===== src/hdl/evt_pkg.sv =====
// ----------------------------------------------------------------------------
// EEVDF virtual time tracker package
// Shared types, command codes and constants.
// ----------------------------------------------------------------------------
package evt_pkg;

    localparam int unsigned CFG_IDX_W = 2;
    localparam int unsigned CFG_DATA_W = 27;
    localparam logic [26:0] DEFAULT_SLICE_RST = 27'd750000;
    localparam logic [26:0] TICK_LENGTH_RST = 27'd4000000;
    localparam int unsigned DIV_W = 64;

    typedef enum logic [2:0] {
        CMD_ADD     = 3'd0,
        CMD_REMOVE  = 3'd1,
        CMD_ADVANCE = 3'd2,
        CMD_SETCUR  = 3'd3,
        CMD_AVERAGE = 3'd4,
        CMD_ELIG    = 3'd5,
        CMD_LAG     = 3'd6,
        CMD_PLACE   = 3'd7
    } t_cmd;

    typedef enum logic [CFG_IDX_W-1:0] {
        REG_DEFAULT_SLICE = 2'd0,
        REG_TICK_LENGTH   = 2'd1,
        REG_PLACE_LAG_EN  = 2'd2
    } t_reg_idx;

    typedef struct packed {
        logic [2:0]         command;
        logic [63:0]        vruntime;
        logic [16:0]        weight;
        logic               on_rq;
        logic [31:0]        slice;
        logic [62:0]        base_advance;
        logic signed [63:0] saved_lag;
        logic               queue_busy;
    } t_in_word;

    typedef struct packed {
        logic [63:0] value;
        logic        eligible;
    } t_out_word;

    // datapath operation selects
    typedef enum logic [3:0] {
        OP_NONE,
        OP_LATCH,
        OP_MUL_A,
        OP_MUL_B,
        OP_MUL_C,
        OP_UPDATE,
        OP_AVG_DIV,
        OP_AVG_DONE,
        OP_LIM_DIV,
        OP_LAG_CLAMP,
        OP_PLC_MUL,
        OP_PLC_DIV,
        OP_PLC_DONE
    } t_op;

    typedef struct packed {
        t_op  op;
        logic div_start;
    } t_ctl_cmd;

    typedef struct packed {
        logic div_busy;
        logic div_done;
    } t_ctl_sts;

endpackage


===== src/hdl/evt_ctrl.sv =====
// ----------------------------------------------------------------------------
// EEVDF tracker controller
// Sequences multiply passes, divides and state updates for one word.
// ----------------------------------------------------------------------------
module evt_ctrl
    import evt_pkg::*;
(
    input  logic     i_clk,
    input  logic     i_rst_n,
    input  logic     i_valid,
    input  t_cmd     i_command,
    output logic     o_ready,
    output logic     o_valid,
    input  logic     i_ready,
    output t_ctl_cmd o_cmd,
    input  t_ctl_sts i_sts
);

    typedef enum logic [13:0] {
        S_IDLE   = 14'b00000000000001,
        S_MA     = 14'b00000000000010,
        S_MB     = 14'b00000000000100,
        S_MC     = 14'b00000000001000,
        S_UPD    = 14'b00000000010000,
        S_AVGS   = 14'b00000000100000,
        S_AVGW   = 14'b00000001000000,
        S_AVGD   = 14'b00000010000000,
        S_LIMS   = 14'b00000100000000,
        S_LIMW   = 14'b00001000000000,
        S_CLAMP  = 14'b00010000000000,
        S_PLCS   = 14'b00100000000000,
        S_PLCW   = 14'b01000000000000,
        S_OUT    = 14'b10000000000000
    } t_state;

    t_state r_state, n_state;
    t_cmd   r_command;
    logic   r_pass;
    logic   r_out_valid;

    assign o_ready = (r_state == S_IDLE) && !r_out_valid;
    assign o_valid = r_out_valid;

    always_comb begin
        n_state = r_state;
        o_cmd.op = OP_NONE;
        o_cmd.div_start = 1'b0;
        unique case (r_state)
            S_IDLE: if (i_valid && o_ready) begin
                o_cmd.op = OP_LATCH;
                n_state = S_MA;
            end
            S_MA: begin o_cmd.op = OP_MUL_A; n_state = S_MB; end
            S_MB: begin o_cmd.op = OP_MUL_B; n_state = S_MC; end
            S_MC: begin
                o_cmd.op = OP_MUL_C;
                if (!r_pass) n_state = S_MA;
                else if (r_command == CMD_AVERAGE || r_command == CMD_LAG
                         || r_command == CMD_PLACE) n_state = S_AVGS;
                else n_state = S_UPD;
            end
            S_UPD: begin o_cmd.op = OP_UPDATE; n_state = S_OUT; end
            S_AVGS: begin
                o_cmd.op = OP_AVG_DIV; o_cmd.div_start = 1'b1; n_state = S_AVGW;
            end
            S_AVGW: if (i_sts.div_done) n_state = S_AVGD;
            S_AVGD: begin
                o_cmd.op = OP_AVG_DONE;
                if (r_command == CMD_LAG) n_state = S_LIMS;
                else if (r_command == CMD_PLACE) n_state = S_PLCS;
                else n_state = S_OUT;
            end
            S_LIMS: begin
                o_cmd.op = OP_LIM_DIV; o_cmd.div_start = 1'b1; n_state = S_LIMW;
            end
            S_LIMW: if (i_sts.div_done) n_state = S_CLAMP;
            S_CLAMP: begin o_cmd.op = OP_LAG_CLAMP; n_state = S_OUT; end
            S_PLCS: begin
                o_cmd.op = OP_PLC_DIV; o_cmd.div_start = 1'b1; n_state = S_PLCW;
            end
            S_PLCW: if (i_sts.div_done) begin
                o_cmd.op = OP_PLC_DONE; n_state = S_OUT;
            end
            S_OUT: n_state = S_IDLE;
            default: n_state = S_IDLE;
        endcase
    end

    always_ff @(posedge i_clk) begin
        if (!i_rst_n) begin
            r_state <= S_IDLE;
            r_pass <= 1'b0;
            r_out_valid <= 1'b0;
            r_command <= CMD_ADD;
        end else begin
            r_state <= n_state;
            if (r_state == S_IDLE && i_valid && o_ready) begin
                r_command <= i_command;
                r_pass <= 1'b0;
            end
            if (r_state == S_MC) r_pass <= 1'b1;
            if (r_state == S_OUT) r_out_valid <= 1'b1;
            else if (r_out_valid && i_ready) r_out_valid <= 1'b0;
        end
    end

endmodule


===== config.mk =====
export PLATFORM = sky130hd
export DESIGN_NAME = evt_ctrl
export DESIGN_NICKNAME = d
export VERILOG_FILES = /design/src/hdl/evt_pkg.sv /design/src/hdl/evt_ctrl.sv
export SDC_FILE = /design/constraint.sdc
export NUM_CORES = 1
export LEC_CHECK = 0
export BUFFER_PORTS_ARGS = -buffer_cell sky130_fd_sc_hd__buf_2
export CELL_PAD_IN_SITES_DETAIL_PLACEMENT = 2
export CELL_PAD_IN_SITES_GLOBAL_PLACEMENT = 2
export CORE_MARGIN = 5
export CORE_UTILIZATION = 34
export CTS_CLUSTER_SIZE = 10
export DETAILED_ROUTE_END_ITERATION = 10
export PLACE_DENSITY = 0.77
export RECOVER_POWER = 25
export SKIP_CTS_REPAIR_TIMING = 1
export SLEW_MARGIN = 20
export SYNTH_ARGS = -nofsm -noshare
export SYNTH_HDL_FRONTEND = slang
export SYNTH_SLANG_ARGS = --single-unit

===== constraint.sdc =====
create_clock -name i_clk -period 3.7 [get_ports i_clk]
set_input_delay 0.185 -clock i_clk [delete_from_list [all_inputs] [get_ports i_clk]]
set_output_delay 0.185 -clock i_clk [all_outputs]
set_load 0.1 [all_outputs]

==> summary.txt <==
Floorplanning
  • Full die area: approximately 4400 µm²
  • Die width: about 66 µm
  • Site row count: 20
  • Initial Util: between 30% and 40%
  • Core region area: 3050 µm²
  • I/O pins: 16
  • Die height: approximately 66 µm

Place
  • DP HPWL: between 2 and 3 mm
  • DP Area: approximately 1200 µm²
  • Placed cell count: 193
  • I/O Buffers: 14
  • Final GP Congestion: slightly below 0.8

Cells and area
  • Fill count: around 380
  • Most frequent cells in the layout: nor2_1, dfxtp_1, nand2_1
  • Final Non-Filler Cells: approximately 200
  • Design area: between 1000 and 1500 µm²
  • Antenna Diode Count: 0
  • P&R area growth vs syn: 13.3%
  • Layout Nets: 163
  • Share of cells above drive strength 1: around 16%

Logic synthesis
  • Post-synth EDFFs: 0
  • Sequential area share after synthesis: between 30% and 40%
  • Synth unique cells: 37
  • Mapped Cells: 140
  • Share of the synthesized area in the top cell type: a little over a third
  • Primary FF master, synth: dfxtp_1
  • Syn_nets: about 150
  • Syn Std Cell Area: ~1100 µm²
  • #FFs+latches synth: 19
  • Avg Inst Size Synth: slightly below 8 µm²
  • Synth top area cells: dfxtp_1, nor2_1, nand2_1
  • Yosys warns: 0
  • Post-synthesis async set-or-reset flop share: 0%
  • Post-synth top area cell: dfxtp_1

Detailed routing
  • DRT antenna net count: 0
  • Initial DRC Count: 40
  • 1st-pass router iterations: 3
  • DRC viols: 0
  • Via/cell ratio: ~5.7
  • Drt total wl: 3.31 mm
  • Post-DR wirelength/cell: between 15 and 20 µm
  • Vias: approximately 1,100

Timing
  • Final setup fails: 0
  • RSZ-0062 raised after global routing: false
  • Tcrit/Tclk final: around 76%
  • Min cycle time layout: around 2.8 ns
  • Max Transition Viols Final: 0
  • Worst slew margin: a little under a quarter
  • Worst-margin pin slew: roughly 1.2 ns
  • TNS Setup: 0 ns
  • Min Hold Slack: roughly 0.13 ns
  • Final hold violation count: 0
  • Skew final: about 0.009 ns
  • Fmax: 354 MHz

Setup path
  • Critical path type: flip-flop to output pin
  • Reg-to-Reg Start: r_state[6]
  • Crit Path Max Fanout: 7
  • CP cell instances: nor4_1, nand3_1, or4_1, o41ai_2, buf_2
  • WP data required: about 3.5 ns
  • Reg-to-reg slack, setup: between 1 and 1.5 ns
  • Slowest-stage cell, CP: or4_1
  • Worst R2R End: r_state[2]
  • Worst R2R Path Depth: 5
  • Max incr delay on CP: between 0.5 and 0.6 ns
  • Type of destination of the critical path: output pin
  • Setup crit start kind: flip-flop
  • Crit path DAT: 2.64 ns

Hold path
  • Hold_sp: i_command[2]
  • WHS Path Cells: 3
  • Hold WC Path Type: input port to flip-flop
  • WHS Endpoint: r_command[2]

Clock tree
  • Clock Sinks: 19
  • Clk pin slew, worst setup/hold paths: roughly 0.11 ns
  • CTS root buf: clkbuf_4
  • Clk buf depth: 2
  • Clock buffer count from CTS: 3
  • Clock Latency Late Sink: 0.29 ns
  • H-Tree Depth: 1
  • TritonCTS clock tree: done

Global routing
  • First-pass GRT wire length: around 5.6 mm
  • GR Util met3: approximately 1.5%
  • Met2 usage: just over 30%
  • Global routing's busiest layer: met2
  • Vias in the first global route: approximately 1,200
  • Pin count of the biggest net entering global routing: 12
  • M1 GR Usage: between 20% and 30%
  • GRT Resource Usage Total: 16.7%
  • Congestion Overflow GR: 0
  • Antenna violations before repair: 0

Power
  • Peak supply drop: about 0.23 mV
  • P per Cell Area: about 390 nW/µm²
  • LEAKAGE: about 0.00045 µW

Flow run
  • Maxcap violations: 0

Outcome
  • Status: finished, final reports clean
-- report_power, final --
part           switching, µW  total (µW)  internal (µW)
sequential              10.5         224            213
combinational            115         151           36.2
clock                   60.0         100           40.1
total                    185         475            289
-- kinds of logic after synthesis --
kind of cell | after synthesis | share of synthesized area, %
XOR/XNOR | 4 | 3.23
AND/OR/NAND/NOR | 77 | 40.5
buffers and inverters | 12 | 4.50
flip-flops | 19 | 35.1
AO/OA/AOI/OAI | 28 | 16.7
-- layout make-up --
| cell class | instances | area, µm² | share of cell area [%] |
|---|---|---|---|
| Timing Repair Buffer | 17 | 87.6 | 7.13 |
| Tap cell | 44 | 55.1 | 4.48 |
| Clock buffer | 3 | 22.5 | 1.83 |
| Multi-Input combinational cell | 109 | 663 | 54.0 |
| Clock inverter | 1 | 5.00 | 0.407 |
| Sequential cell | 19 | 380 | 31.0 |
| Inverter | 4 | 15.0 | 1.22 |
-- worst max-delay path by stage --
stage                from       end  slack, ns  cells after the start
2_1_floorplan  r_state[5]  o_cmd[4]     -0.003                      4
3_3_place_gp   r_state[1]  o_cmd[0]       1.23                      5
3_5_place_dp   r_state[1]  o_cmd[0]       1.18                      5
4_1_cts        r_state[1]  o_cmd[0]       0.86                      5
5_1_grt        r_state[1]  o_cmd[1]       0.70                      6
6_report       r_state[1]  o_cmd[0]       0.87                      5
-- stage by stage --
| stage | setup slack, ns | power [µW] | util [%] |
|---|---|---|---|
| floorplan | -0.00296 | 341 | - |
| global placement | 1.23 | 375 | 39.5 |
| detailed placement | 1.18 | 383 | 39.5 |
| CTS | 0.859 | 485 | 40.4 |
| global route | 0.701 | 505 | 40.2 |
| finish | 0.872 | 475 | 40.2 |
-- cells in the mapped netlist (all sizes together), types with 2 or more instances --
cell type / number
nand2: 14
nor3b: 4
nor3: 3
o21ai: 8
nor4b: 4
nand2b: 3
or4b: 4
xnor2: 4
nor2: 19
o32ai: 2
clkbuf: 5
dfxtp: 19
a21oi: 9
nor4: 5
buf: 3
inv: 3
nand3: 5
nor2b: 4
o22a: 2
nand4: 5
-- critical path, delay by kind of cell, from the launching register on --
kind,cells,cell delay (ns)
and+or+nand+nor,3,1.42
AOI/OAI and AO/OA,1,0.08
buffers and inverters,1,0.48
DFF,1,0.39
-- per-layer routing --
metal,vias up,share of wire (%)
li1,542,-
met1,561,46
met2,14,51
met3,2,2.0
met4,0,0.63
met5,-,0
-- state kept, by name, summed over array words and instances (netlist names) --
| register | count |
|---|---|
| o_valid | 1 |
| r_command | 3 |
| r_pass | 1 |
| r_state | 14 |
Power figures use the tool's default switching activity.
